==> src/rtl/bitmap_frame_allocator_defines.svh <==
// Assertion macros for the bitmap frame allocator.
// Used by the RTL files that carry concurrent checks; no dependencies.
`ifndef BITMAP_FRAME_ALLOCATOR_DEFINES_SVH
`define BITMAP_FRAME_ALLOCATOR_DEFINES_SVH

// Implication check, disabled during reset.
`define BFA_ASSERT_IMP(label, clk, rst_n, ante, cons, msg) \
  label: assert property (@(posedge clk) disable iff (!rst_n) (ante) |-> (cons)) \
    else $error(msg);

// Next-cycle implication check, disabled during reset.
`define BFA_ASSERT_NXT(label, clk, rst_n, ante, cons, msg) \
  label: assert property (@(posedge clk) disable iff (!rst_n) (ante) |=> (cons)) \
    else $error(msg);

`endif

==> src/rtl/bfa_pkg.sv <==
// Shared types and codes for the bitmap frame allocator.
// No dependencies.
package bfa_pkg;

  localparam int unsigned AddrW  = 24;
  localparam int unsigned LimitW = 25;
  localparam int unsigned CountW = 5;

  typedef enum logic [1:0] {
    OP_CLAIM   = 2'd0,
    OP_UNCLAIM = 2'd1,
    OP_ACQUIRE = 2'd2,
    OP_RELEASE = 2'd3
  } opcode_e;

  typedef struct packed {
    logic [1:0]        opcode;
    logic [AddrW-1:0]  address;
    logic [CountW-1:0] count;
    logic              last;
  } req_t;

  typedef struct packed {
    logic             status;
    logic [AddrW-1:0] grant_address;
    logic             final_res;
  } rsp_t;

endpackage

==> src/rtl/bfa_req_if.sv <==
// Valid/ready channel interfaces for requests and responses.
// Depends on bfa_pkg.
interface bfa_req_if;
  logic           valid;
  logic           ready;
  bfa_pkg::req_t  data;
  modport source (output valid, output data, input ready);
  modport sink   (input valid, input data, output ready);
endinterface


==> src/rtl/bfa_front.sv <==
// Front end: accepts requests and queues them for the engine.
// Depends on bfa_pkg and bfa_req_if.
module bfa_front #(
  parameter int unsigned Depth = 2
) (
  input  logic         clk_i,
  input  logic         rst_ni,
  bfa_req_if.sink      req_i,
  output logic         q_valid_o,
  output bfa_pkg::req_t q_data_o,
  input  logic         q_pop_i
);
  import bfa_pkg::*;
  localparam int unsigned PtrW = (Depth > 1) ? $clog2(Depth) : 1;

  req_t            buf_q [Depth];
  logic [PtrW-1:0] wr_q, rd_q;
  logic [PtrW:0]   cnt_q;
  logic            push;

  assign req_i.ready = (cnt_q != (PtrW+1)'(Depth));
  assign push        = req_i.valid && req_i.ready;
  assign q_valid_o   = (cnt_q != '0);
  assign q_data_o    = buf_q[rd_q];

  always_ff @(posedge clk_i or negedge rst_ni) begin
    if (!rst_ni) begin
      wr_q  <= '0;
      rd_q  <= '0;
      cnt_q <= '0;
    end else begin
      if (push) begin
        wr_q <= (wr_q == PtrW'(Depth-1)) ? '0 : wr_q + 1'b1;
      end
      if (q_pop_i) begin
        rd_q <= (rd_q == PtrW'(Depth-1)) ? '0 : rd_q + 1'b1;
      end
      cnt_q <= cnt_q + (PtrW+1)'(push) - (PtrW+1)'(q_pop_i);
    end
  end

  always_ff @(posedge clk_i) begin
    if (push) begin
      buf_q[wr_q] <= req_i.data;
    end
  end
endmodule

==> src/flat_wrapper.sv <==
// flat-port wrapper written by rule: the top's interface ports become plain ports
module bfa_front_flat import bfa_pkg::*;
#(
  parameter int unsigned Depth = 2
)
  (clk_i, rst_ni, q_valid_o, q_data_o, q_pop_i, req_i_valid, req_i_data, req_i_ready);
  bfa_req_if req_i_i ();
  input  logic clk_i;
  input  logic rst_ni;
  output logic q_valid_o;
  output bfa_pkg::req_t q_data_o;
  input  logic q_pop_i;
  input wire logic [$bits(req_i_i.valid)-1:0] req_i_valid;
  input wire logic [$bits(req_i_i.data)-1:0] req_i_data;
  output wire logic [$bits(req_i_i.ready)-1:0] req_i_ready;
  assign req_i_i.valid = req_i_valid;
  assign req_i_i.data = req_i_data;
  assign req_i_ready = req_i_i.ready;
  bfa_front #(.Depth(Depth)) u_core (.clk_i(clk_i), .rst_ni(rst_ni), .req_i(req_i_i), .q_valid_o(q_valid_o), .q_data_o(q_data_o), .q_pop_i(q_pop_i));
endmodule
==> config.mk <==
export PLATFORM = sky130hd
export DESIGN_NAME = bfa_front_flat
export DESIGN_NICKNAME = d
export VERILOG_FILES = /design/src/rtl/bitmap_frame_allocator_defines.svh /design/src/rtl/bfa_pkg.sv /design/src/rtl/bfa_req_if.sv /design/src/rtl/bfa_front.sv /design/src/flat_wrapper.sv
export SDC_FILE = /design/constraint.sdc
export NUM_CORES = 1
export LEC_CHECK = 0
export ABC_AREA = 1
export BUFFER_PORTS_ARGS = -buffer_cell sky130_fd_sc_hd__buf_4
export CORE_MARGIN = 2
export CORE_UTILIZATION = 35
export CTS_CLUSTER_SIZE = 20
export DETAILED_ROUTE_END_ITERATION = 8
export GPL_TIMING_DRIVEN = 0
export PLACE_DENSITY = 0.57
export RECOVER_POWER = 50
export REMOVE_ABC_BUFFERS = 1
export SYNTH_ARGS = -nofsm -noshare
export SYNTH_HDL_FRONTEND = slang
export SYNTH_SLANG_ARGS = --single-unit
==> constraint.sdc <==
create_clock -name clk_i -period 3.2 [get_ports clk_i]
set_input_delay 0.16 -clock clk_i [delete_from_list [all_inputs] [get_ports clk_i]]
set_output_delay 0.16 -clock clk_i [all_outputs]
set_load 0.02 [all_outputs]
=== After elaboration in Yosys (flattened, before gate mapping) ===
Memory sizes are Yosys's and may differ from the RTL's.
Cells that the tools add are included.

* $add $sub $neg: 4
* Equal/unequal tests: 1
* Reductions and logical operators: 2
* Multiplexer cells: 4

{| class="wikitable"
|+ Operators with widths
! kind !! number
|-
| $mux 1 || 4
|-
| $add 1x1->1 const B || 2
|-
| $add 2x1->2 || 1
|-
| $ne 2x2->1 const B || 1
|-
| $reduce_bool 2->1 || 1
|-
| $sub 2x1->2 || 1
|-
| $logic_and 1x1->1 || 1
|}

* Register bits: 4
* Logic and storage cells: 15
* Memories: 1
* Bits of input ports: 36
* Bits in writable memories: 64
* Output and inout port bits: 34

{| class="wikitable"
|+ Memories
! memory !! depth !! bits a word !! rd ports !! clocked after memory_dff !! wr ports !! RTL line !! source
|-
| u_core.buf_q || 2 || 32 || 1 || 0 || 1 || bfa_front.sv:16 || <nowiki>req_t buf_q [Depth];</nowiki>
|}

=== Depth between registers and ports, before layout ===
Gate-level depths: netlist of run 1.

* Depth in word-level cells: 4
* Gate-level depth with buffers: 8
* Mapped depth without buffers: 8

=== Worst setup path before layout of run 1 ===
OpenSTA, ideal clock, no wires.

* Path type: reg2reg
* From: register u_core.cnt_q[1]
* To: memory u_core.buf_q[1][0] (netlist bit), enable pin
* Arrival: 2.129 ns
* Data required time: 2.777 ns
* Library setup time: 0.423 ns
* Stages on the path, launching flop included: 4
* Clock period less this slack: 2.551 ns
* Setup slack: 0.649 ns
* Path buffers: 0
* Cell sequence: dfrtp_1 nand2_1 nand2_1 nor2_1

* Word-level cells in the longest chain between the ends: 4

{| class="wikitable"
|+ Ends and longest elaborated chain
! item !! RTL line !! source
|-
| start: declaration || bfa_front.sv:18 || <nowiki>logic [PtrW:0] cnt_q;</nowiki>
|-
| start signal: assignment || bfa_front.sv:38 || <nowiki>cnt_q <= cnt_q + (PtrW+1)'(push) - (PtrW+1)'(q_pop_i);</nowiki>
|-
| $ne 2x2->1 || bfa_front.sv:21 || <nowiki>assign req_i.ready = (cnt_q != (PtrW+1)'(Depth));</nowiki>
|-
| via req_i_ready || flat_wrapper.sv:15 || <nowiki>output wire logic [$bits(req_i_i.ready)-1:0] req_i_ready;</nowiki>
|-
| $logic_and 1x1->1 || bfa_front.sv:22 || <nowiki>assign push = req_i.valid && req_i.ready;</nowiki>
|-
| $mux 1 || bfa_front.sv:43 || <nowiki>if (push) begin</nowiki>
|-
| $mux 1 (not written as such) || bfa_front.sv:44 || <nowiki>buf_q[wr_q] <= req_i.data;</nowiki>
|-
| end: declaration || bfa_front.sv:16 ||
|}

The timed path passes the listed nets, and every way through them passes these cells.

==> reports/results.ini, run 1 <==
[run_status]
status=finished clean

[layout]
multi_input_area_sq_um=574
final_cells=343
fin_nets=276
drive_gt1_share_pct=45.9
final-seq-area_sq_um=2020
fillers=631
areaGrowthSynthToFinish_pct=42.2
diodes=0

[timing]
max_freq_ghz=0.438
worstMarginPinSlew_ns=0.978
hold_viol=0
fin_setup_tns_ns=0
finalSetupViolations=0
hold_slack_ns=0.0440
fin_crit_sh_pct=71.4
period_minus_slack_ns=2.28
slew_viol_final=0
skew_ns=0.00747
slew_headroom_pct=34.8
grt_setup_unrepaired=no

[global_route]
grt_max_degree=20
grt_first_pass_wirelength_microns=7160
grtUsageTotal_pct=11.4
antenna_found_initial=0
overflow=0
grt_pass1_vias=1542

[clocking]
cts.htree.levels=3
cts_tree=built
clk_pin_slew_ns=0.07
clock_latency_ns=0.33
cts_resized=0
cts_buffer_depth=2
cts_hold_repair.buffers=31
cts_root_buffer=clkbuf_8
cts.sinks=68
cts_inserted_buffers=9
post_cts_buffers=0

[worst_setup_path]
worstSetupStartpoint=u_core.rd_q
rr_startpoint=u_core.cnt_q[1]
cp.required_ns=3.04
end_kind=output pin
rr_worst_depth=4
startpoint_type=flop
crit_arrival_ns=2.12
criticalPathCategory=flop to output pin
path_max_fanout=19

[yosys]
synth_edf_count=64
async_flop_share_pct=5.88
synth_top_area_cell=edfxtp_1
synth_seq_cells=68
ys.flop_type=edfxtp_1
ys_top_cells_by_area=edfxtp_1, mux2_4, dfrtp_1, buf_12, mux2_2
synthCells=129
synth_top_area_share_pct=71.7
syn_area_sq_um=2680
seq_area_frac_synth_pct=75.5
yosysWarnings=0
ys_types=13
synth.most_common_cell=edfxtp_1
synth.cells.most_frequent=edfxtp_1, mux2_4, nand2_1
syn_area_per_cell_sq_um=20.8

[routing]
wl_per_cell_microns=13.0
routed_wl_microns=4470
drt_first_pass_iters=4
vias=1475
drtIter0Drc=96
post-route-drc-count=0
ant_nets=0
via_per_inst=4.30

[floorplan]
initial_core_util_pct=36.5
io_pins=70
core-area_sq_um=7330
fp.dieW_microns=91.5
dieArea_sq_um=8370
die_h_microns=91.5
rows=31

[hold_path]
hp-start=req_i_data[19]
hold_class=primary input to flop
hold_depth=1

[placed_design]
gp_congestion=0.643
placed_cells=296
dpl.hpwl_microns=2910
port_buffers=69

[power_and_ir_drop]
power_per_cell_area_nw_per_um2=867
p_leak_nw=1.53
ir_drop_uv=415

[job]
max-cap-violations=0

==> per-stage QoR <==
step           utilization (%)  setup slack (ns)  instance area [sq um]  power, W
6_report                  52.0             0.915                   3810   0.00330
5_1_grt                   52.0             0.812                   3810   0.00347
4_1_cts                   52.4              1.17                   3840   0.00337
3_5_place_dp              45.6              1.44                   3340   0.00266
3_3_place_gp              44.3            -0.197                   3250   0.00260
2_1_floorplan                -             0.649                   2610   0.00213
==> area by class of cell <==
cell class,count,share of cell area (%)
Clock buffer,10,3.35
Clock inverter,6,1.71
Inverter,7,0.690
Multi-Input combinational cell,50,15.1
Sequential cell,68,53.1
Tap cell,99,3.25
Timing Repair Buffer,103,22.8
==> state kept, by name, indices dropped and copies added, names as in the netlist <==
| signal | flops |
|---|---|
| u_core.buf_q | 64 |
| u_core.cnt_q | 2 |
| u_core.wr_q | 1 |
| u_core.rd_q | 1 |
==> report_power, final <==
group | switching (W) | internal, W
registers | 0.000110 | 0.00121
clock network | 0.000318 | 0.000360
logic | 0.000631 | 0.000670
total | 0.00106 | 0.00224
==> per-layer routing <==
metal | global-route usage, % | routed length [microns] | up-vias
met5 | 0 | 0 | -
met4 | 6.44 | 82 | 0
met3 | 3.24 | 238 | 9
met2 | 18.6 | 2180 | 56
met1 | 13.4 | 1970 | 705
li1 | - | - | 705
==> layout by cell type (no fill, tap or decap) <==
| cell type | count |
|---|---|
| edfxtp_1 | 64 |
| bufinv_16 | 1 |
| buf_16 | 2 |
| clkinv_4 | 2 |
| buf_4 | 33 |
| nor2_4 | 2 |
| clkbuf_8 | 9 |
| mux2_4 | 29 |
| mux2_2 | 3 |
| a21oi_1 | 1 |
| clkinv_2 | 2 |
| clkbuf_1 | 10 |
| ha_1 | 1 |
| buf_12 | 1 |
| xor2_1 | 2 |
| clkinvlp_4 | 1 |
| dlygate4sd3_1 | 31 |
| inv_1 | 7 |
| nand3_1 | 2 |
| clkbuf_4 | 27 |
| dfrtp_1 | 4 |
| nand2_1 | 8 |
| nor2_1 | 2 |
==> final timing paths <==
path                            slack (ns)             endpoint
worst max-delay path                  0.92         q_data_o[21]
worst min-delay path                  0.04  u_core.buf_q[0][19]
worst max register to register        1.48   u_core.buf_q[1][8]
worst min register to register        0.58          u_core.wr_q
max in group asynchronous             2.81          u_core.rd_q
min in group asynchronous             0.19      u_core.cnt_q[1]
==> logic make-up after synthesis <==
family                   synth area share [%]
buffers and inverters                    3.64
AND/OR/NAND/NOR                          2.06
AO/OA/AOI/OAI                           0.187
flip-flops                               75.5
adder cells (fa/ha/maj)                 0.467
XOR/XNOR                                0.654
multiplexers                             17.5
==> worst max-delay path, stage by stage, from the launching register on <==
cell	delay, ns
dfrtp_1	0.99
buf_12	0.28
mux2_2	0.36
buf_4	0.16
Note: power is estimated with default switching activity, not from simulation.
==> inputs of run 2 (changes only) <==
Settings changed: ABC_AREA 1 to 0, PLACE_DENSITY 0.57 to 0.59.
Clock period 3.2 ns to 1.9 ns, I/O delays scaled along.
==> reports/results.ini, run 2 <==
[run_status]
status=finished clean

[clocking]
clock_latency_ns=0.33
cts_buffer_depth=2
clk_pin_slew_ns=0.07
post_cts_buffers=0
cts_inserted_buffers=9
cts_root_buffer=clkbuf_8
cts.htree.levels=3
cts.sinks=68
cts_tree=built

[worst_setup_path]
slowest_delay_ns=0.55
crit_family=flip-flops
r2r_end=u_core.buf_q[1][15]
critPathSlowestCell=dfrtp_4
startpoint_type=flop
end_kind=output pin
regToRegSetupSlack_ns=0.23
critPathBufInv=2
criticalPathCategory=flop to output pin
path_max_fanout=21
rr_worst_depth=1
worstPathCellList=buf_12 -> mux2_2 -> buf_4
endpoint=q_data_o[23]
rr_startpoint=u_core.wr_q
cp.required_ns=1.80
cp_num_cells=3
crit_arrival_ns=1.64
worstSetupStartpoint=u_core.rd_q

[timing]
fin_setup_tns_ns=0
slew_headroom_pct=47.0
fin_crit_sh_pct=91.1
grt_setup_unrepaired=no
hold_viol=0
finalSetupViolations=0
max_freq_ghz=0.578
slew_viol_final=0
period_minus_slack_ns=1.73
skew_ns=0.00537
worstMarginPinSlew_ns=0.795
hold_slack_ns=0.120

[layout]
diodes=0
largest_reg_flops=64
mostFrequentLayoutCells=edfxtp_1, dlygate4sd3_1, buf_4
final_common_cell=edfxtp_1
top_register=u_core.buf_q
fin_nets=267
areaGrowthSynthToFinish_pct=38.0
largestRegisters=u_core.buf_q x64, u_core.cnt_q x2
final_cells=333
post-route-util_pct=50.3
drive_gt1_share_pct=40.2
fillers=653

[floorplan]
initial_core_util_pct=36.5
core-area_sq_um=7290
fp.dieW_microns=91.2
rows=31
dieArea_sq_um=8310
die_h_microns=91.2
io_pins=70

[routing]
vias=1433
drtIter0Drc=48
ant_nets=0
drt_first_pass_iters=4
post-route-drc-count=0
wl_per_cell_microns=14.7
via_per_inst=4.30
routed_wl_microns=4910

[yosys]
yosysWarnings=0
synth_top_area_cell=edfxtp_1
synth_seq_cells=68
ys_types=17
ys.flop_type=edfxtp_1
synth.most_common_cell=edfxtp_1
async_flop_share_pct=5.88
synth_top_area_share_pct=72.2
seq_area_frac_synth_pct=76.0
ys_top_cells_by_area=edfxtp_1, mux2_4, dfrtp_1, buf_12, mux2_2
synthCells=118
syn_area_per_cell_sq_um=22.5
synth.cells.most_frequent=edfxtp_1, mux2_4, dfrtp_1
syn_area_sq_um=2660
synth_edf_count=64

[power_and_ir_drop]
p_leak_nw=1.39
power_per_cell_area_nw_per_um2=1420
power_w=0.00521
sequentialPowerShare_pct=42.9
p_sw_share_pct=33.0
p_int_w=0.00349
ir_drop_uv=827
pwr-share-comb_pct=38.5
power.net_switching_w=0.00172
p_clk_share_pct=18.6

[global_route]
grt_max_degree=33
grt_first_pass_wirelength_microns=7530
overflow=0
grtUsageTotal_pct=12.0
antenna_found_initial=0
grt_pass1_vias=1545

[hold_path]
hold_class=primary input to async pin

[placed_design]
dpl.hpwl_microns=3060
gp_congestion=0.648
placed_cells=283
port_buffers=69

[job]
max-cap-violations=0

[run 2: routing by layer]
metal | global-route usage [%] | vias up | wire length, microns
met5 | 0 | - | 0
li1 | - | 682 | -
met1 | 13.4 | 691 | 2040
met4 | 7.20 | 0 | 95
met3 | 2.32 | 12 | 221
met2 | 21.2 | 48 | 2550
[run 2: layout make-up]
class / count / area (sq um) / area share [%]
Multi-Input combinational cell: 46 / 542 / 14.8
Clock buffer: 10 / 128 / 3.48
Sequential cell: 68 / 2030 / 55.2
Timing Repair Buffer: 104 / 818 / 22.3
Inverter: 1 / 3.75 / 0.102
Clock inverter: 5 / 30.0 / 0.818
Tap cell: 99 / 124 / 3.37
[run 2: power groups by stage]
stage	clock [W]	sequential, W	combinational (W)
6_report	0.000969	0.00223	0.00201
4_1_cts	0.00101	0.00225	0.00216
5_1_grt	0.00107	0.00228	0.00213
2_1_floorplan	0	0.00231	0.00128
3_3_place_gp	0	0.00237	0.00194
3_5_place_dp	0	0.00228	0.00210
[run 2: timing repair]
| action | 4_1_cts | 5_1_grt |
|---|---|---|
| endpoints found under the setup margin | 4 | 35 |
| hold endpoints to repair | 69 | 0 |
| resized for setup | 1 | 2 |
| cloned | 0 | 1 |
| hold buffers | 34 | 0 |
[run 2: cells by family (layout without fill, tap and decap cells)]
kind of cell,count (synthesis),after routing,synth area share [%]
muxes,33,33,18.0
xor gates and xnor gates,4,4,1.32
buffers and inverters,5,120,2.82
adders and majority gates,1,1,0.470
and+or+nand+nor,7,8,1.36
DFF,68,68,76.0
[run 2: per-stage QoR]
step                      setup slack (ns)  cell area, sq um
after floorplan                     -0.652              2590
after CTS                           0.0101              3760
final                                0.170              3670
after detailed placement            0.0172              3260
after global placement               -1.20              3230
after global routing                0.0917              3670
[run 2: worst min-delay path by stage]
stage | from | end
finish | rst_ni | u_core.rd_q
CTS | rst_ni | u_core.rd_q
detailed placement | rst_ni | u_core.cnt_q[1]
floorplan | rst_ni | u_core.cnt_q[0]
global placement | rst_ni | u_core.cnt_q[0]
global route | rst_ni | u_core.rd_q
